--- src/rtl/core/pwra_pkg.sv ---
// Shared types and constants for the power window request arbiter.
// Holds event codes, direction codes, register indexes and the queued command type.
// No dependencies.
package pwra_pkg;

  localparam int EVENT_W = 4;
  localparam int DIR_W   = 2;
  localparam int TIME_W  = 16;
  localparam int CFG_IDX_W = 1;

  // Window event codes. Codes above EV_UNLOCK act as an idle tick.
  localparam logic [EVENT_W-1:0] EV_IDLE       = 4'd0;
  localparam logic [EVENT_W-1:0] EV_LIMIT_UP   = 4'd1;
  localparam logic [EVENT_W-1:0] EV_LIMIT_DOWN = 4'd2;
  localparam logic [EVENT_W-1:0] EV_JAM        = 4'd3;
  localparam logic [EVENT_W-1:0] EV_LOCK       = 4'd4;
  localparam logic [EVENT_W-1:0] EV_PASS_UP    = 4'd5;
  localparam logic [EVENT_W-1:0] EV_PASS_DOWN  = 4'd6;
  localparam logic [EVENT_W-1:0] EV_DRV_UP     = 4'd7;
  localparam logic [EVENT_W-1:0] EV_DRV_DOWN   = 4'd8;
  localparam logic [EVENT_W-1:0] EV_AUTO_UP    = 4'd9;
  localparam logic [EVENT_W-1:0] EV_AUTO_DOWN  = 4'd10;
  localparam logic [EVENT_W-1:0] EV_UNLOCK     = 4'd11;

  // Motor direction codes.
  localparam logic [DIR_W-1:0] DIR_NONE = 2'd0;
  localparam logic [DIR_W-1:0] DIR_UP   = 2'd1;
  localparam logic [DIR_W-1:0] DIR_DOWN = 2'd2;

  // Configuration register indexes and reset values.
  localparam logic [CFG_IDX_W-1:0] CFG_JAM_STOP    = 1'd0;
  localparam logic [CFG_IDX_W-1:0] CFG_JAM_REVERSE = 1'd1;
  localparam logic [TIME_W-1:0] JAM_STOP_RESET    = 16'd20;
  localparam logic [TIME_W-1:0] JAM_REVERSE_RESET = 16'd500;

  // Classified request passed from the front end to the back end.
  typedef struct packed {
    logic             jam;
    logic             motor_on;
    logic [DIR_W-1:0] move_direction;
  } pwra_cmd_t;

  // Step of the three-request jam sequence.
  typedef enum logic [1:0] {
    PH_STOP,
    PH_REVERSE,
    PH_OFF
  } pwra_phase_t;

endpackage

--- src/rtl/core/power_window_request_arbiter_top.sv ---
// Power window request arbiter, top level. Depends on pwra_pkg and the front, queue, back modules.
// An accepted request is registered in the queue and then in the back end's output register.
// Throughput: one request per cycle for single-result events while the queue has room and the
// motor side is ready; a jam holds the output register for its three stop/reverse/off requests.
// Reset (rst, synchronous): lock and both one-touch latches clear, the queue empties, the output
// register goes invalid and the jam times return to 20 ms and 500 ms.
module power_window_request_arbiter_top import pwra_pkg::*; #(
  parameter int QUEUE_DEPTH = 4
) (
  input  logic                 clk,
  input  logic                 rst,
  // Event requests.
  input  logic                 in_valid,
  output logic                 in_ready,
  input  logic [EVENT_W-1:0]   event_code,
  // Motor requests.
  output logic                 out_valid,
  input  logic                 out_ready,
  output logic                 motor_on,
  output logic [DIR_W-1:0]     move_direction,
  output logic [TIME_W-1:0]    run_time,
  output logic                 last_of_run,
  // Register writes: index 0 is the jam stop time, index 1 the jam reverse time.
  input  logic                 cfg_valid,
  output logic                 cfg_ready,
  input  logic [CFG_IDX_W-1:0] cfg_index,
  input  logic [TIME_W-1:0]    cfg_data
);

  // The front end updates the lock flag and latches as soon as a request is accepted, so
  // every later request sees the state its predecessors left, no matter how far the back
  // end has fallen behind. Only the classified command crosses the queue.
  pwra_cmd_t front_cmd;
  pwra_cmd_t back_cmd;
  logic      push;
  logic      pop;
  logic      queue_full;
  logic      queue_not_empty;

  pwra_front u_front (
    .clk        (clk),
    .rst        (rst),
    .in_valid   (in_valid),
    .in_ready   (in_ready),
    .event_code (event_code),
    .queue_full (queue_full),
    .push       (push),
    .cmd        (front_cmd)
  );

  // The queue lets the front end keep taking requests while a jam sequence drains.
  pwra_fifo #(
    .DEPTH (QUEUE_DEPTH)
  ) u_fifo (
    .clk       (clk),
    .rst       (rst),
    .push      (push),
    .push_data (front_cmd),
    .pop       (pop),
    .pop_data  (back_cmd),
    .full      (queue_full),
    .not_empty (queue_not_empty)
  );

  // The back end pops a command only once its final motor request is loaded into the
  // output register, which is refilled in the same cycle the downstream side takes it.
  pwra_back u_back (
    .clk            (clk),
    .rst            (rst),
    .cfg_valid      (cfg_valid),
    .cfg_ready      (cfg_ready),
    .cfg_index      (cfg_index),
    .cfg_data       (cfg_data),
    .cmd            (back_cmd),
    .cmd_valid      (queue_not_empty),
    .pop            (pop),
    .out_valid      (out_valid),
    .out_ready      (out_ready),
    .motor_on       (motor_on),
    .move_direction (move_direction),
    .run_time       (run_time),
    .last_of_run    (last_of_run)
  );

endmodule

--- src/rtl/core/pwra_front.sv ---
// Front end: accepts event codes, keeps lock and one-touch latch state,
// and classifies each event into a queued command. Depends on pwra_pkg.
module pwra_front import pwra_pkg::*; (
  input  logic               clk,
  input  logic               rst,
  input  logic               in_valid,
  output logic               in_ready,
  input  logic [EVENT_W-1:0] event_code,
  input  logic               queue_full,
  output logic               push,
  output pwra_cmd_t          cmd
);

  logic lock_engaged, lock_engaged_next;
  logic auto_up_latched, auto_up_latched_next;
  logic auto_down_latched, auto_down_latched_next;
  logic follow;

  assign in_ready = !queue_full;
  assign push     = in_valid && in_ready;

  always_comb begin
    lock_engaged_next      = lock_engaged;
    auto_up_latched_next   = auto_up_latched;
    auto_down_latched_next = auto_down_latched;
    follow                 = 1'b0;
    cmd                    = '{jam: 1'b0, motor_on: 1'b0, move_direction: DIR_NONE};
    case (event_code)
      EV_LIMIT_UP: begin
        auto_up_latched_next = 1'b0;
      end
      EV_LIMIT_DOWN: begin
        auto_down_latched_next = 1'b0;
      end
      EV_JAM: begin
        auto_up_latched_next   = 1'b0;
        auto_down_latched_next = 1'b0;
        cmd.jam                = 1'b1;
      end
      EV_LOCK: begin
        lock_engaged_next = 1'b1;
        follow            = 1'b1;
      end
      EV_UNLOCK: begin
        lock_engaged_next = 1'b0;
        follow            = 1'b1;
      end
      EV_PASS_UP, EV_PASS_DOWN: begin
        auto_up_latched_next   = 1'b0;
        auto_down_latched_next = 1'b0;
        if (!lock_engaged) begin
          cmd.motor_on       = 1'b1;
          cmd.move_direction = (event_code == EV_PASS_UP) ? DIR_UP : DIR_DOWN;
        end
      end
      EV_DRV_UP, EV_DRV_DOWN: begin
        auto_up_latched_next   = 1'b0;
        auto_down_latched_next = 1'b0;
        cmd.motor_on           = 1'b1;
        cmd.move_direction     = (event_code == EV_DRV_UP) ? DIR_UP : DIR_DOWN;
      end
      EV_AUTO_UP: begin
        auto_up_latched_next   = !auto_down_latched;
        auto_down_latched_next = 1'b0;
        follow                 = 1'b1;
      end
      EV_AUTO_DOWN: begin
        auto_down_latched_next = !auto_up_latched;
        auto_up_latched_next   = 1'b0;
        follow                 = 1'b1;
      end
      default: begin
        follow = 1'b1;
      end
    endcase

    // Events that do not pick a move themselves report the latched one-touch move.
    if (follow) begin
      if (auto_up_latched_next) begin
        auto_down_latched_next = 1'b0;
        cmd.motor_on           = 1'b1;
        cmd.move_direction     = DIR_UP;
      end else if (auto_down_latched_next) begin
        cmd.motor_on       = 1'b1;
        cmd.move_direction = DIR_DOWN;
      end
    end
  end

  always_ff @(posedge clk) begin
    if (rst) begin
      lock_engaged      <= 1'b0;
      auto_up_latched   <= 1'b0;
      auto_down_latched <= 1'b0;
    end else if (push) begin
      lock_engaged      <= lock_engaged_next;
      auto_up_latched   <= auto_up_latched_next;
      auto_down_latched <= auto_down_latched_next;
    end
  end

endmodule

--- src/rtl/core/pwra_fifo.sv ---
// Short command queue between the front end and the back end.
// Flip-flop storage with one write and one read port. Depends on pwra_pkg.
module pwra_fifo import pwra_pkg::*; #(
  parameter int DEPTH = 4
) (
  input  logic      clk,
  input  logic      rst,
  input  logic      push,
  input  pwra_cmd_t push_data,
  input  logic      pop,
  output pwra_cmd_t pop_data,
  output logic      full,
  output logic      not_empty
);

  localparam int PTR_W = (DEPTH > 1) ? $clog2(DEPTH) : 1;
  localparam int CNT_W = $clog2(DEPTH + 1);

  pwra_cmd_t         slots [DEPTH];
  logic [PTR_W-1:0]  wr_ptr;
  logic [PTR_W-1:0]  rd_ptr;
  logic [CNT_W-1:0]  count;

  assign full      = (count == CNT_W'(DEPTH));
  assign not_empty = (count != '0);
  assign pop_data  = slots[rd_ptr];

  always_ff @(posedge clk) begin
    if (push) begin
      slots[wr_ptr] <= push_data;
    end
  end

  always_ff @(posedge clk) begin
    if (rst) begin
      wr_ptr <= '0;
      rd_ptr <= '0;
      count  <= '0;
    end else begin
      if (push) begin
        wr_ptr <= (wr_ptr == PTR_W'(DEPTH - 1)) ? '0 : wr_ptr + 1'b1;
      end
      if (pop) begin
        rd_ptr <= (rd_ptr == PTR_W'(DEPTH - 1)) ? '0 : rd_ptr + 1'b1;
      end
      if (push && !pop) begin
        count <= count + 1'b1;
      end else if (pop && !push) begin
        count <= count - 1'b1;
      end
    end
  end

endmodule

--- src/rtl/core/pwra_back.sv ---
// Back end: holds the jam timing registers, expands queued commands into
// motor requests and drives the output register. Depends on pwra_pkg.
module pwra_back import pwra_pkg::*; (
  input  logic                 clk,
  input  logic                 rst,
  input  logic                 cfg_valid,
  output logic                 cfg_ready,
  input  logic [CFG_IDX_W-1:0] cfg_index,
  input  logic [TIME_W-1:0]    cfg_data,
  input  pwra_cmd_t            cmd,
  input  logic                 cmd_valid,
  output logic                 pop,
  output logic                 out_valid,
  input  logic                 out_ready,
  output logic                 motor_on,
  output logic [DIR_W-1:0]     move_direction,
  output logic [TIME_W-1:0]    run_time,
  output logic                 last_of_run
);

  logic [TIME_W-1:0] jam_stop_time;
  logic [TIME_W-1:0] jam_reverse_time;
  pwra_phase_t       phase, phase_next;
  logic              load;
  logic              motor_on_next;
  logic [DIR_W-1:0]  move_direction_next;
  logic [TIME_W-1:0] run_time_next;
  logic              last_of_run_next;

  assign cfg_ready = 1'b1;

  always_ff @(posedge clk) begin
    if (rst) begin
      jam_stop_time    <= JAM_STOP_RESET;
      jam_reverse_time <= JAM_REVERSE_RESET;
    end else if (cfg_valid) begin
      case (cfg_index)
        CFG_JAM_STOP:    jam_stop_time    <= cfg_data;
        CFG_JAM_REVERSE: jam_reverse_time <= cfg_data;
        default: ;
      endcase
    end
  end

  assign load = cmd_valid && (!out_valid || out_ready);

  always_comb begin
    phase_next          = phase;
    pop                 = 1'b0;
    motor_on_next       = cmd.motor_on;
    move_direction_next = cmd.move_direction;
    run_time_next       = '0;
    last_of_run_next    = 1'b1;
    if (cmd.jam) begin
      case (phase)
        PH_STOP: begin
          motor_on_next       = 1'b0;
          move_direction_next = DIR_NONE;
          run_time_next       = jam_stop_time;
          last_of_run_next    = 1'b0;
        end
        PH_REVERSE: begin
          motor_on_next       = 1'b1;
          move_direction_next = DIR_DOWN;
          run_time_next       = jam_reverse_time;
          last_of_run_next    = 1'b0;
        end
        default: begin
          motor_on_next       = 1'b0;
          move_direction_next = DIR_NONE;
        end
      endcase
    end
    if (load) begin
      if (!cmd.jam) begin
        pop = 1'b1;
      end else begin
        case (phase)
          PH_STOP:    phase_next = PH_REVERSE;
          PH_REVERSE: phase_next = PH_OFF;
          default: begin
            phase_next = PH_STOP;
            pop        = 1'b1;
          end
        endcase
      end
    end
  end

  always_ff @(posedge clk) begin
    if (rst) begin
      phase <= PH_STOP;
    end else begin
      phase <= phase_next;
    end
  end

  always_ff @(posedge clk) begin
    if (rst) begin
      out_valid <= 1'b0;
    end else if (load) begin
      out_valid <= 1'b1;
    end else if (out_ready) begin
      out_valid <= 1'b0;
    end
  end

  always_ff @(posedge clk) begin
    if (load) begin
      motor_on       <= motor_on_next;
      move_direction <= move_direction_next;
      run_time       <= run_time_next;
      last_of_run    <= last_of_run_next;
    end
  end

endmodule

--- config.mk ---
export PLATFORM = sky130hd
export DESIGN_NAME = power_window_request_arbiter_top
export DESIGN_NICKNAME = d
export VERILOG_FILES = /design/src/rtl/core/pwra_pkg.sv /design/src/rtl/core/power_window_request_arbiter_top.sv /design/src/rtl/core/pwra_front.sv /design/src/rtl/core/pwra_fifo.sv /design/src/rtl/core/pwra_back.sv
export SDC_FILE = /design/constraint.sdc
export NUM_CORES = 1
export LEC_CHECK = 0
export BUFFER_PORTS_ARGS = -buffer_cell sky130_fd_sc_hd__buf_4
export CAP_MARGIN = 10
export CORE_MARGIN = 10
export CORE_UTILIZATION = 45
export DETAILED_ROUTE_END_ITERATION = 6
export PLACE_DENSITY_LB_ADDON = 0.1
export SYNTH_ARGS = -nofsm -noshare
export SYNTH_HDL_FRONTEND = slang
export SYNTH_SLANG_ARGS = --single-unit
--- constraint.sdc ---
create_clock -name clk -period 8.5 [get_ports clk]
set_clock_uncertainty 0.05 [all_clocks]
set_input_delay 0.85 -clock clk [delete_from_list [all_inputs] [get_ports clk]]
set_output_delay 0.85 -clock clk [all_outputs]
set_load 0.02 [all_outputs]
==> flow_summary.ini <==
[outcome]
status = completed

[sta]
hold_viol = 0
grt_setup_unrepaired = no
max_slew_margin_pct = 25.53
tightestPinTransition_ns = 1.116
fmaxAchievable_ghz = 0.3760
fin_crit_ns = 2.660
period_share_pct = 31.29
slew_violations = 0
setup_viol = 0
setup_tns_ns = 0

[clock_tree]
path_clk_slew_ns = 0.09
cts_resized = 0
clk_latency_ns = 0.34
cts_tree = done
cts_root_buffer = clkbuf_8
cts.sink_count = 83
cts_buffer_depth = 2
ctsHoldBuffers = 0
post_cts_buffers = 0
htree_levels = 3
numCtsBuffers = 9

[synthesis]
yosysWarnings = 0
synth_top_cell_by_area = edfxtp_1
synth.most_common_cell = nand2_1
ys_seq_area_share_pct = 56.17
synth.distinct_cells = 49
async_reset_ff_share_pct = 0
synth_area_leaders = edfxtp_1 30%, dfxtp_1 26%, nand2_1 7.3%
ys_top_cells_by_count = 70 x nand2_1, 47 x dfxtp_1, 36 x edfxtp_1
synth-main-ff-cell = dfxtp_1
synth_cells = 342
syn_area_mm2 = 0.003600
synth_top_area_share_pct = 30.03
ys_ff_latch = 83
synth_edf_count = 36
syn_nets = 375
avgSynthCellArea_um2 = 10.53

[route]
wl_um = 7313
avgRoutedWirePerCell_um = 15.02
vias_per_cell = 5.105
dr_total_vias = 2486
antenna_left = 0
first_iter_violations = 99
dr.pass1.iters = 4
drc = 0

[floorplan]
dieArea_mm2 = 0.01198
coreArea_mm2 = 0.007767
die_h_um = 109.4
start_util_pct = 46.34
rows = 32
io_pins = 49
die_x_um = 109.4

[worst_hold_path]
hp-class = reg -> reg
min_to = u_back.jam_stop_time[9]
hp-start = u_back.jam_stop_time[9]
hold_depth = 2

[place]
place_hpwl_um = 4894
port_buffers = 47
routabilityCongestion = 0.7433

[setup_path]
end_kind = register
required_ns = 8.72
cpPeakStageDelay_ns = 0.45
rrSetupSlack_ns = 5.84
cp_slowest_cell = dfxtp_1
crit_chain = mux2_2, a22oi_1, buf_4, and2_1, inv_1, ha_1, inv_1, fa_1, xor2_1, or3_1, a21oi_1
reg2reg_to = u_fifo.count[2]
arrival_ns = 2.88
crit_fanout = 20
path_class = reg -> reg
startpoint_type = register
crit_family = simple AND/OR/NAND/NOR gates
crit_top_cell = inv_1
reg2reg_depth = 11
critPathBufInv = 3

[power_and_ir_drop]
leakagePower_nw = 1.624
pwr-share-comb_pct = 31.2
internal_power_w = 0.0008768
swShare_pct = 33.01
pwr-share-seq_pct = 44.7
p_clk_share_pct = 24.2
peakVddDrop_mv = 0.1447
p_total_w = 0.001309
powerDensity_mw_per_mm2 = 309.9
p_sw_w = 0.0004320

[grt]
grt_pass1_wl_um = 12050
antenna_found_initial = 0
grt_util_all_layers_pct = 12.75
grt_pass1_vias = 2432
grt.overflow.total = 0
grt_max_degree = 49

[layout]
nNetsFinal = 413
syn2layout_area_growth_pct = 17.31
drive_above_1_share_pct = 19.74
antenna-diode-count = 0

[run]
maxCapViolCount = 0
==> metrics by stage <==
stage / setup slack, ns / instances / utilization, % / hold WS [ns] / instance area, µm²
final: 5.840 / 487 / 54.37 / 0.4082 / 4223
after global routing: 5.616 / 487 / 54.37 / 0.4210 / 4223
after CTS: 5.811 / 487 / 54.37 / 0.4080 / 4223
after detailed placement: 5.764 / 471 / 51.47 / 0.3956 / 3998
after global placement: 5.844 / 471 / 51.47 / 0.3909 / 3998
after floorplan: 5.109 / 342 / - / 0.3857 / 3600
==> power groups by stage <==
| stage | combinational [W] | clock (W) | sequential, W |
|---|---|---|---|
| 3_5_place_dp | 0.000415 | 0 | 0.000595 |
| 4_1_cts | 0.000418 | 0.000325 | 0.000587 |
| 6_report | 0.000408 | 0.000316 | 0.000585 |
| 5_1_grt | 0.000450 | 0.000341 | 0.000599 |
| 3_3_place_gp | 0.000411 | 0 | 0.000595 |
| 2_1_floorplan | 0.000228 | 0 | 0.000633 |
==> worst min-delay path: stages (launching register included) <==
cell and delay [ns]:
dfxtp_1 0.32, nand2_1 0.05, a21oi_1 0.05
==> per-layer routing <==
| layer | wire length, µm | part of all wire, % | track usage, % |
|---|---|---|---|
| met1 | 3293 | 45 | 15.67 |
| met2 | 3607 | 49 | 20.70 |
| met3 | 351 | 4.8 | 4.037 |
| met4 | 60 | 0.82 | 4.461 |
| met5 | 0 | 0 | 0 |
==> cell usage in the layout, fill, tap and decap left out, drive strengths merged, types with 2 or more instances in the layout <==
cell type	instances
nand2	70
buf	50
dfxtp	47
edfxtp	36
a21oi	32
nor2	28
mux2i	19
clkbuf	11
inv	11
nand3b	8
ha	6
o21ai	6
mux2	5
nand2b	5
nor3	4
and3	4
mux4	4
and2	3
nor2b	3
o32a	2
a22oi	2
a211oi	2
nand3	2
xor2	2
or3	2
bufinv	2
==> flip-flops by register name, indices dropped and copies added, names as in the netlist, 2 cells and up, named ones only <==
register	cells
u_back.run_time	16
u_back.move_direction	2
u_back.jam_stop_time	16
u_back.phase	2
u_fifo.count	3
u_fifo.slots	16
u_back.jam_reverse_time	16
u_fifo.rd_ptr	2
u_fifo.wr_ptr	2
==> cell families (layout without fill, tap and decap cells) <==
logic type	count (synthesis)	after routing	synth area share [%]
fa+ha+maj	7	7	2.642
buf+inv	32	75	3.962
mux	28	28	9.663
compound gates	55	55	10.05
xor+xnor	2	2	0.4867
flops	83	83	56.17
simple gates	134	134	16.93
other cells	1	1	0.1042
==> how the worst max path moves through the flow <==
| stage | start | end | cells past startpoint |
|---|---|---|---|
| 2_1_floorplan | out_ready | u_fifo.count[2] | 10 |
| 3_3_place_gp | in_valid | u_fifo.count[2] | 8 |
| 3_5_place_dp | in_valid | u_fifo.count[2] | 8 |
| 4_1_cts | register | u_fifo.count[2] | 11 |
| 5_1_grt | register | u_fifo.count[2] | 11 |
| 6_report | register | u_fifo.count[2] | 11 |
==> layout make-up <==
cell class,count,area [µm²]
Tap cell,102,127.6
Sequential cell,83,2022
Timing Repair Buffer,50,375.4
Multi-Input combinational cell,227,1439
Inverter,9,33.78
Fill cell,712,3545
Clock inverter,5,83.83
Clock buffer,11,141.4
Note: power is estimated with default switching activity, not from simulation.
